`config.mk`:
```
export PLATFORM = sky130hd
export DESIGN_NAME = sha256_hash_engine_unit
export DESIGN_NICKNAME = d
export VERILOG_FILES = /design/src/rtl/core/sha256_pkg.sv /design/src/rtl/core/sha256_front.sv /design/src/rtl/core/sha256_back.sv /design/src/rtl/core/sha256_hash_engine_unit.sv
export SDC_FILE = /design/constraint.sdc
export NUM_CORES = 2
export LEC_CHECK = 0
export ABC_AREA = 1
export BUFFER_PORTS_ARGS = -buffer_cell sky130_fd_sc_hd__buf_4
export CAP_MARGIN = 20
export CORE_UTILIZATION = 25
export CTS_BUF_LIST = sky130_fd_sc_hd__clkbuf_8
export DETAILED_ROUTE_END_ITERATION = 12
export PLACE_DENSITY_LB_ADDON = 0.12
export SYNTH_ARGS = -nofsm -noshare
export SYNTH_HDL_FRONTEND = slang
export SYNTH_HIERARCHICAL = 1
export SYNTH_SLANG_ARGS = --single-unit
```
`constraint.sdc`:
```
create_clock -name clk -period 15.1 [get_ports clk]
set_input_delay 2.265 -clock clk [delete_from_list [all_inputs] [get_ports clk]]
set_output_delay 2.265 -clock clk [all_outputs]
set_load 0.005 [all_outputs]
```
`src/rtl/core/sha256_pkg.sv`:
```
`default_nettype none
package sha256_pkg;

	typedef struct packed {
		logic       func;
		logic [7:0] data_byte;
	} req_t;

	typedef struct packed {
		logic [31:0] digest_word;
		logic [2:0]  word_index;
		logic        last_word;
	} rsp_t;

	localparam logic FUNC_ABSORB = 1'b0;
	localparam logic FUNC_FINISH = 1'b1;

	localparam int BLOCK_BYTES = 64;
	localparam int FIFO_DEPTH  = 4;

	// classified work item passed from front to back
	typedef struct packed {
		logic       finish;
		logic [7:0] data_byte;
	} cmd_t;

	typedef enum logic [2:0] {
		ST_IDLE,
		ST_PAD,
		ST_LEN,
		ST_COMP,
		ST_OUT
	} state_t;

	localparam logic [31:0] ROUND_K [64] = '{
		32'h428a2f98, 32'h71374491, 32'hb5c0fbcf, 32'he9b5dba5,
		32'h3956c25b, 32'h59f111f1, 32'h923f82a4, 32'hab1c5ed5,
		32'hd807aa98, 32'h12835b01, 32'h243185be, 32'h550c7dc3,
		32'h72be5d74, 32'h80deb1fe, 32'h9bdc06a7, 32'hc19bf174,
		32'he49b69c1, 32'hefbe4786, 32'h0fc19dc6, 32'h240ca1cc,
		32'h2de92c6f, 32'h4a7484aa, 32'h5cb0a9dc, 32'h76f988da,
		32'h983e5152, 32'ha831c66d, 32'hb00327c8, 32'hbf597fc7,
		32'hc6e00bf3, 32'hd5a79147, 32'h06ca6351, 32'h14292967,
		32'h27b70a85, 32'h2e1b2138, 32'h4d2c6dfc, 32'h53380d13,
		32'h650a7354, 32'h766a0abb, 32'h81c2c92e, 32'h92722c85,
		32'ha2bfe8a1, 32'ha81a664b, 32'hc24b8b70, 32'hc76c51a3,
		32'hd192e819, 32'hd6990624, 32'hf40e3585, 32'h106aa070,
		32'h19a4c116, 32'h1e376c08, 32'h2748774c, 32'h34b0bcb5,
		32'h391c0cb3, 32'h4ed8aa4a, 32'h5b9cca4f, 32'h682e6ff3,
		32'h748f82ee, 32'h78a5636f, 32'h84c87814, 32'h8cc70208,
		32'h90befffa, 32'ha4506ceb, 32'hbef9a3f7, 32'hc67178f2
	};

	localparam logic [31:0] INIT_HASH [8] = '{
		32'h6a09e667, 32'hbb67ae85, 32'h3c6ef372, 32'ha54ff53a,
		32'h510e527f, 32'h9b05688c, 32'h1f83d9ab, 32'h5be0cd19
	};

	function automatic logic [31:0] rotr(input logic [31:0] x, input int n);
		rotr = (x >> n) | (x << (32 - n));
	endfunction

endpackage
`default_nettype wire

```
`src/rtl/core/sha256_front.sv`:
```
`default_nettype none
module sha256_front
	import sha256_pkg::*;
(
	input  wire logic clk,
	input  wire logic arst_n,
	input  wire logic in_valid,
	output logic      in_stall,
	input  wire req_t in_req,
	output logic      cmd_valid,
	input  wire logic cmd_pop,
	output cmd_t      cmd
);

	localparam int PW = $clog2(FIFO_DEPTH);

	cmd_t          mem_q [FIFO_DEPTH];
	logic [PW:0]   wr_q;
	logic [PW:0]   rd_q;
	logic          push;

	// stall when the queue is full
	assign in_stall  = (wr_q[PW] != rd_q[PW]) && (wr_q[PW-1:0] == rd_q[PW-1:0]);
	assign push      = in_valid && !in_stall;
	assign cmd_valid = (wr_q != rd_q);
	assign cmd       = mem_q[rd_q[PW-1:0]];

	// classify the request into a queue entry
	always_ff @(posedge clk) begin
		if (push) begin
			mem_q[wr_q[PW-1:0]].finish    <= (in_req.func == FUNC_FINISH);
			mem_q[wr_q[PW-1:0]].data_byte <= in_req.data_byte;
		end
	end

	// advance pointers
	always_ff @(posedge clk or negedge arst_n) begin
		if (!arst_n) begin
			wr_q <= '0;
			rd_q <= '0;
		end else begin
			if (push)
				wr_q <= wr_q + 1'b1;
			if (cmd_pop && cmd_valid)
				rd_q <= rd_q + 1'b1;
		end
	end

endmodule
`default_nettype wire

```
`src/rtl/core/sha256_back.sv`:
```
`default_nettype none
module sha256_back
	import sha256_pkg::*;
(
	input  wire logic clk,
	input  wire logic arst_n,
	input  wire logic cmd_valid,
	output logic      cmd_pop,
	input  wire cmd_t cmd,
	output logic      out_valid,
	input  wire logic out_stall,
	output rsp_t      out_rsp
);

	state_t       state_q, state_d;
	logic [31:0]  h_q [8];
	logic [31:0]  v_q [8];
	logic [31:0]  w_q [16];
	logic [31:0]  acc_q;
	logic [63:0]  cnt_q;
	logic [5:0]   pos_q;
	logic [5:0]   rnd_q;
	logic [3:0]   wcnt_q;
	logic         fin_q;
	logic         rsp_valid_q;
	rsp_t         rsp_q;
	logic [2:0]   oidx_q;

	// byte sink shared by absorb, padding and length
	logic        byte_we;
	logic [7:0]  byte_val;
	logic        go_comp;
	logic [63:0] bits;
	logic [2:0]  lsel;

	// round datapath
	logic [31:0] wt, m2, m15, sg0, sg1, t1, t2, s1e, s0a, ch, maj;

	assign bits = {cnt_q[60:0], 3'b000};
	assign lsel = pos_q[2:0];

	always_comb begin
		m2  = w_q[14];
		m15 = w_q[1];
		sg1 = rotr(m2, 17) ^ rotr(m2, 19) ^ (m2 >> 10);
		sg0 = rotr(m15, 7) ^ rotr(m15, 18) ^ (m15 >> 3);
		wt  = (rnd_q < 6'd16) ? w_q[0] : (sg1 + w_q[9] + sg0 + w_q[0]);
		s1e = rotr(v_q[4], 6) ^ rotr(v_q[4], 11) ^ rotr(v_q[4], 25);
		s0a = rotr(v_q[0], 2) ^ rotr(v_q[0], 13) ^ rotr(v_q[0], 22);
		ch  = v_q[6] ^ (v_q[4] & (v_q[5] ^ v_q[6]));
		maj = (v_q[0] & v_q[1]) | (v_q[2] & (v_q[0] | v_q[1]));
		t1  = v_q[7] + s1e + ch + ROUND_K[rnd_q] + wt;
		t2  = s0a + maj;
	end

	// sequence control
	always_comb begin
		state_d  = state_q;
		cmd_pop  = 1'b0;
		byte_we  = 1'b0;
		byte_val = cmd.data_byte;
		go_comp  = 1'b0;
		unique case (state_q)
			ST_IDLE: begin
				if (cmd_valid) begin
					cmd_pop = 1'b1;
					byte_we = 1'b1;
					if (cmd.finish) begin
						byte_val = 8'h80;
						if (pos_q == 6'd63)
							go_comp = 1'b1;
						else if (pos_q >= 6'd56)
							state_d = ST_LEN;
						else
							state_d = ST_PAD;
					end else if (pos_q == 6'd63) begin
						go_comp = 1'b1;
					end
				end
				if (go_comp)
					state_d = ST_COMP;
			end
			ST_PAD: begin
				byte_we = 1'b1;
				byte_val = (pos_q >= 6'd56) ? bits[8'(63 - 8*lsel) -: 8] : 8'h00;
				if (pos_q == 6'd63) begin
					go_comp = 1'b1;
					state_d = ST_COMP;
				end
			end
			ST_LEN: begin
				// fill out a block with zeros, no length yet
				byte_we  = 1'b1;
				byte_val = 8'h00;
				if (pos_q == 6'd63) begin
					go_comp = 1'b1;
					state_d = ST_COMP;
				end
			end
			ST_COMP: begin
				// branch after the last round
				if (rnd_q == 6'd63) begin
					if (!fin_q)
						state_d = ST_IDLE;
					else if (wcnt_q == 4'd1)
						state_d = ST_OUT;
					else
						state_d = ST_PAD;
				end
			end
			ST_OUT: begin
				if ((!rsp_valid_q || !out_stall) && oidx_q == 3'd7)
					state_d = ST_IDLE;
			end
			default: state_d = ST_IDLE;
		endcase
	end

	assign out_valid = rsp_valid_q;
	assign out_rsp   = rsp_q;

	always_ff @(posedge clk or negedge arst_n) begin
		if (!arst_n) begin
			state_q     <= ST_IDLE;
			pos_q       <= '0;
			cnt_q       <= '0;
			rnd_q       <= '0;
			wcnt_q      <= '0;
			fin_q       <= 1'b0;
			rsp_valid_q <= 1'b0;
			oidx_q      <= '0;
			for (int i = 0; i < 8; i++)
				h_q[i] <= INIT_HASH[i];
		end else begin
			state_q <= state_d;
			if (byte_we) begin
				pos_q <= pos_q + 1'b1;
				if (state_q == ST_IDLE && !cmd.finish)
					cnt_q <= cnt_q + 1'b1;
				if (state_q == ST_IDLE)
					fin_q <= cmd.finish;
			end
			// mark the block that carries the length
			if (state_q == ST_PAD && go_comp)
				wcnt_q <= 4'd1;
			if (go_comp)
				rnd_q <= '0;
			// after the compression: fold the round result into the hash
			if (state_q == ST_COMP) begin
				rnd_q <= rnd_q + 1'b1;
				if (rnd_q == 6'd63) begin
					for (int i = 0; i < 8; i++)
						h_q[i] <= h_q[i] + ((i == 0) ? t1 + t2 :
							(i == 4) ? v_q[3] + t1 : v_q[i-1]);
					oidx_q <= '0;
				end
			end
			// drain the digest one word a cycle while the output is not stalled
			if (state_q == ST_OUT && (!rsp_valid_q || !out_stall)) begin
				rsp_valid_q       <= 1'b1;
				rsp_q.digest_word <= h_q[oidx_q];
				rsp_q.word_index  <= oidx_q;
				rsp_q.last_word   <= (oidx_q == 3'd7);
				oidx_q            <= oidx_q + 1'b1;
				if (oidx_q == 3'd7) begin
					fin_q   <= 1'b0;
					wcnt_q  <= '0;
					cnt_q   <= '0;
					pos_q   <= '0;
					for (int i = 0; i < 8; i++)
						h_q[i] <= INIT_HASH[i];
				end
			end else if (!out_stall) begin
				rsp_valid_q <= 1'b0;
			end
		end
	end

	// block buffer as words, schedule window shifts during rounds
	always_ff @(posedge clk) begin
		if (byte_we)
			acc_q <= {acc_q[23:0], byte_val};
		if (byte_we && pos_q[1:0] == 2'd3) begin
			for (int i = 0; i < 15; i++)
				w_q[i] <= w_q[i+1];
			w_q[15] <= {acc_q[23:0], byte_val};
		end
		if (go_comp) begin
			for (int i = 0; i < 8; i++)
				v_q[i] <= h_q[i];
		end
		if (state_q == ST_COMP) begin
			for (int i = 0; i < 15; i++)
				w_q[i] <= w_q[i+1];
			w_q[15] <= wt;
			for (int i = 1; i < 8; i++)
				v_q[i] <= v_q[i-1];
			v_q[4] <= v_q[3] + t1;
			v_q[0] <= t1 + t2;
		end
	end

endmodule
`default_nettype wire

```
`src/rtl/core/sha256_hash_engine_unit.sv`:
```
// SHA-256 byte-stream hashing engine.
// Request channel (in_valid/in_stall/in_req): func 0 absorbs data_byte,
// func 1 pads the message and returns its digest.
// Response channel (out_valid/out_stall/out_rsp): eight words per finish,
// word_index 0..7, last_word on the eighth.
// A four-entry request queue separates the front from the compression back
// end, so requests keep flowing while the back end works.
// Absorb: the back end takes one byte a cycle from the queue while idle; a full
// block then runs 64 rounds, one round a cycle through a single round unit.
// Finish: padding fills the block one byte a cycle; when the length does not
// fit, a second block of padding follows. One or two 64-round compressions
// follow, then eight words leave at one per cycle while out_stall is low.
// The back end takes no bytes during rounds; the queue holds requests meanwhile.
// Reset loads the standard initial hash and clears the byte count and queue.
// A stalled response holds its word; the back end waits and the queue
// then fills and stalls requests.
`default_nettype none
module sha256_hash_engine_unit
	import sha256_pkg::*;
(
	input  wire logic clk,
	input  wire logic arst_n,
	input  wire logic in_valid,
	output logic      in_stall,
	input  wire req_t in_req,
	output logic      out_valid,
	input  wire logic out_stall,
	output rsp_t      out_rsp
);

	logic cmd_valid;
	logic cmd_pop;
	cmd_t cmd;

	sha256_front u_front (
		.clk(clk), .arst_n(arst_n), .in_valid(in_valid), .in_stall(in_stall),
		.in_req(in_req), .cmd_valid(cmd_valid), .cmd_pop(cmd_pop), .cmd(cmd)
	);

	sha256_back u_back (
		.clk(clk), .arst_n(arst_n), .cmd_valid(cmd_valid), .cmd_pop(cmd_pop),
		.cmd(cmd), .out_valid(out_valid), .out_stall(out_stall), .out_rsp(out_rsp)
	);

endmodule
`default_nettype wire

```
==> metrics.txt <==
share of the synthesized area in the top cell type 33.7%; Avg Inst Size Synth 8.99 µm²; Cell variety after synth 74; hold_buf cts 0; Final Cycle Share 86.7%; ratio of cells with drive above 1 in the final layout 7.87%; Max H-tree Level 4; setup ws final 2.00 ns; grt total ovfl 0; Final min period 13.10 ns; CTS Root Cell clkbuf_8; first-pass iteration count of the detailed router 6; Worst path depth 52; largest net degree at the start of global routing 207; Post-layout nets 9,264; Skew-Pair Late Insertion Delay 1.04 ns; post-CTS setup buffers 0; largest fanout on the critical path 5; register area share after synthesis 45.2%; CP endpoint kind flop; required time worst endpoint 15.95 ns; worst relative slew slack 11.3%; Final Slew Violations 0; Worst Path Arrival 13.94 ns; outcome finished, final reports clean; Critical Path Max Stage Delay 0.84 ns; Die Area 310,000 µm²; CTS tree yes; DR DRC count 0; drt total wl 317 mm; Worst Skew 0.124 ns; post-route ant nets 0; number of flops mapped to enable cells by yosys 864; setup_tns 0 ns; Starting Density 25.2%; critical path class flop to flop; Clock Pin Slew Worst Setup and Hold Paths 0.06 ns; cell mode on critical path nand2_1; # resized after CTS 0; total CTS buffers 239; top cells by area, synth edfxtp_1 34%, nand2_1 7.5%, dfrtp_1 6.9%, ha_1 6.8%, o21ai_0 5.9%; highest-count cells in the layout ignoring fill and taps 1,536 x nand2_1, 1,203 x inv_1, 902 x o21ai_0; Avg Vias per Cell 4.77; Worst path slowest cell xnor2_1; most common cell after layout, fill and taps aside nand2_1; WL/cell 24.5 µm; DRT iter0 DRCs 4,287; MaxCap Viol Count 0; initial antenna violation count 8; synthesis-stage register bit count 1,211; asr flop ratio synth 28.7%; YS warnings 6; Syn-to-layout area delta 12.6%; Final Util 28.3%; I/O Pins 51; Sink Count 1,211; IO buf count 50; Setup-failing EPs final 0; Total Routing Usage GR 20.0%; Syn Std Cell Area 77,000 µm²; R2R cell count 52; hold path cells 0; cell family with most CP delay adder cells; maximum buffer depth of the clock tree 4; Fin. Hold Viols 0; Die W 557 µm; Max Fclk 76.4 MHz; CP Launch Type flop; vias in the first global route 62,500; Core ar. 306,000 µm²; worst-margin pin slew 1.33 ns; Gate Count Post-Synth 8,563; CP bufs+invs 8; Place WS 2.25 ns; first-pass GRT wire length 452 mm; Routability Congestion 0.964; Die Height 557 µm; site row count 203; via count 61,700; Post-DP HPWL 239 mm; Synth Net Count 9,191; Hold WC Path Type flop to flop; Main synth FF type edfxtp_1; Synth area leader edfxtp_1; RSZ-0062 raised after global routing false
-- worst reg2reg max path: cells and delay by family, from the launching register on --
| family | cells | cell delay (ns) |
|---|---|---|
| buffers and inverters | 8 | 0.70 |
| adder cells (fa/ha/maj) | 10 | 4.45 |
| AND/OR/NAND/NOR | 22 | 3.41 |
| XOR/XNOR | 5 | 2.00 |
| flip-flops | 1 | 0.54 |
| AO/OA/AOI/OAI | 7 | 1.81 |
-- metal layers --
metal	vias to the layer above	global-route usage (%)	wire, µm
li1	29300	-	-
met1	30500	26.3	142000
met2	1453	34.3	152000
met3	446	1.94	11100
met4	2	6.86	11200
met5	-	0	13
-- per-stage QoR --
| step | instances | hold slack, ns | instance area (µm²) |
|---|---|---|---|
| floorplan | 8563 | 0.400 | 77000 |
| global placement | 12500 | 0.400 | 82200 |
| detailed placement | 12500 | 0.405 | 82200 |
| CTS | 12900 | 0.352 | 86700 |
| global route | 12900 | 0.371 | 86700 |
| finish | 12900 | 0.361 | 86700 |
-- cell type report --
type                       instances  area (µm²)
fill                           32700      219000
multi-input combinational       5879       36700
sequential                      1211       34800
tap                             4100        5130
inverter                        1153        4360
clock buffer                     263        3620
timing repair buffer             152        1230
clock inverter                   169         868
antenna                            3        7.51
-- state kept, by name (all words and copies together) (netlist names) --
| signal | count |
|---|---|
| u_back/cnt_q | 61 |
| u_front/rd_q | 3 |
| u_back/wcnt_q | 4 |
| u_back/v_q | 256 |
| u_back/out_valid | 1 |
| u_back/oidx_q | 3 |
| u_back/fin_q | 1 |
| u_back/rnd_q | 6 |
| u_front/mem_q | 36 |
| u_back/out_rsp | 36 |
| u_back/h_q | 256 |
| u_back/acc_q | 24 |
| u_back/w_q | 512 |
| u_back/state_q | 3 |
| u_back/pos_q | 6 |
| u_front/wr_q | 3 |
-- final timing paths --
| path | start | end | slack [ns] |
|---|---|---|---|
| max | u_back/w_q[14][29]$_DFFE_PP_ | u_back/h_q[255]$_DFF_PN0_ | 2.00 |
| min | u_back/w_q[10][11]$_DFFE_PP_ | u_back/w_q[9][11]$_DFFE_PP_ | 0.36 |
| max reg2reg | u_back/w_q[14][29]$_DFFE_PP_ | u_back/h_q[255]$_DFF_PN0_ | 2.00 |
| min reg2reg | u_back/w_q[10][11]$_DFFE_PP_ | u_back/w_q[9][11]$_DFFE_PP_ | 0.36 |
| max in group asynchronous | arst_n | u_back/h_q[74]$_DFF_PN0_ | 10.60 |
| min in group asynchronous | arst_n | u_back/cnt_q[7]$_DFF_PN0_ | 1.22 |
-- cell usage after synthesis, types with 197 or more instances --
cell type  count
a21oi_1      788
clkbuf_1     261
dfrtp_1      211
edfxtp_1     864
fa_1         197
ha_1         418
inv_1       1142
nand2_1     1538
nand3_1      214
nor2_1       520
o21ai_0      907
xnor2_1      202
xor2_1       300
-- logic make-up (layout without fill, tap and decap cells) --
kind of cell	after synthesis	after routing	share of synthesized area, %
compound gates	2186	2186	15.8
xor+xnor	502	502	5.71
simple gates	2547	2547	13.7
fa+ha+maj	643	643	12.3
flops	1211	1211	45.2
other cells	0	3	0
buf+inv	1473	1737	7.26
mux	1	1	0.0130
Power is left out: the tool's default activity adds up to more than one toggle a clock period on the data nets, which glitch-free logic cannot reach.
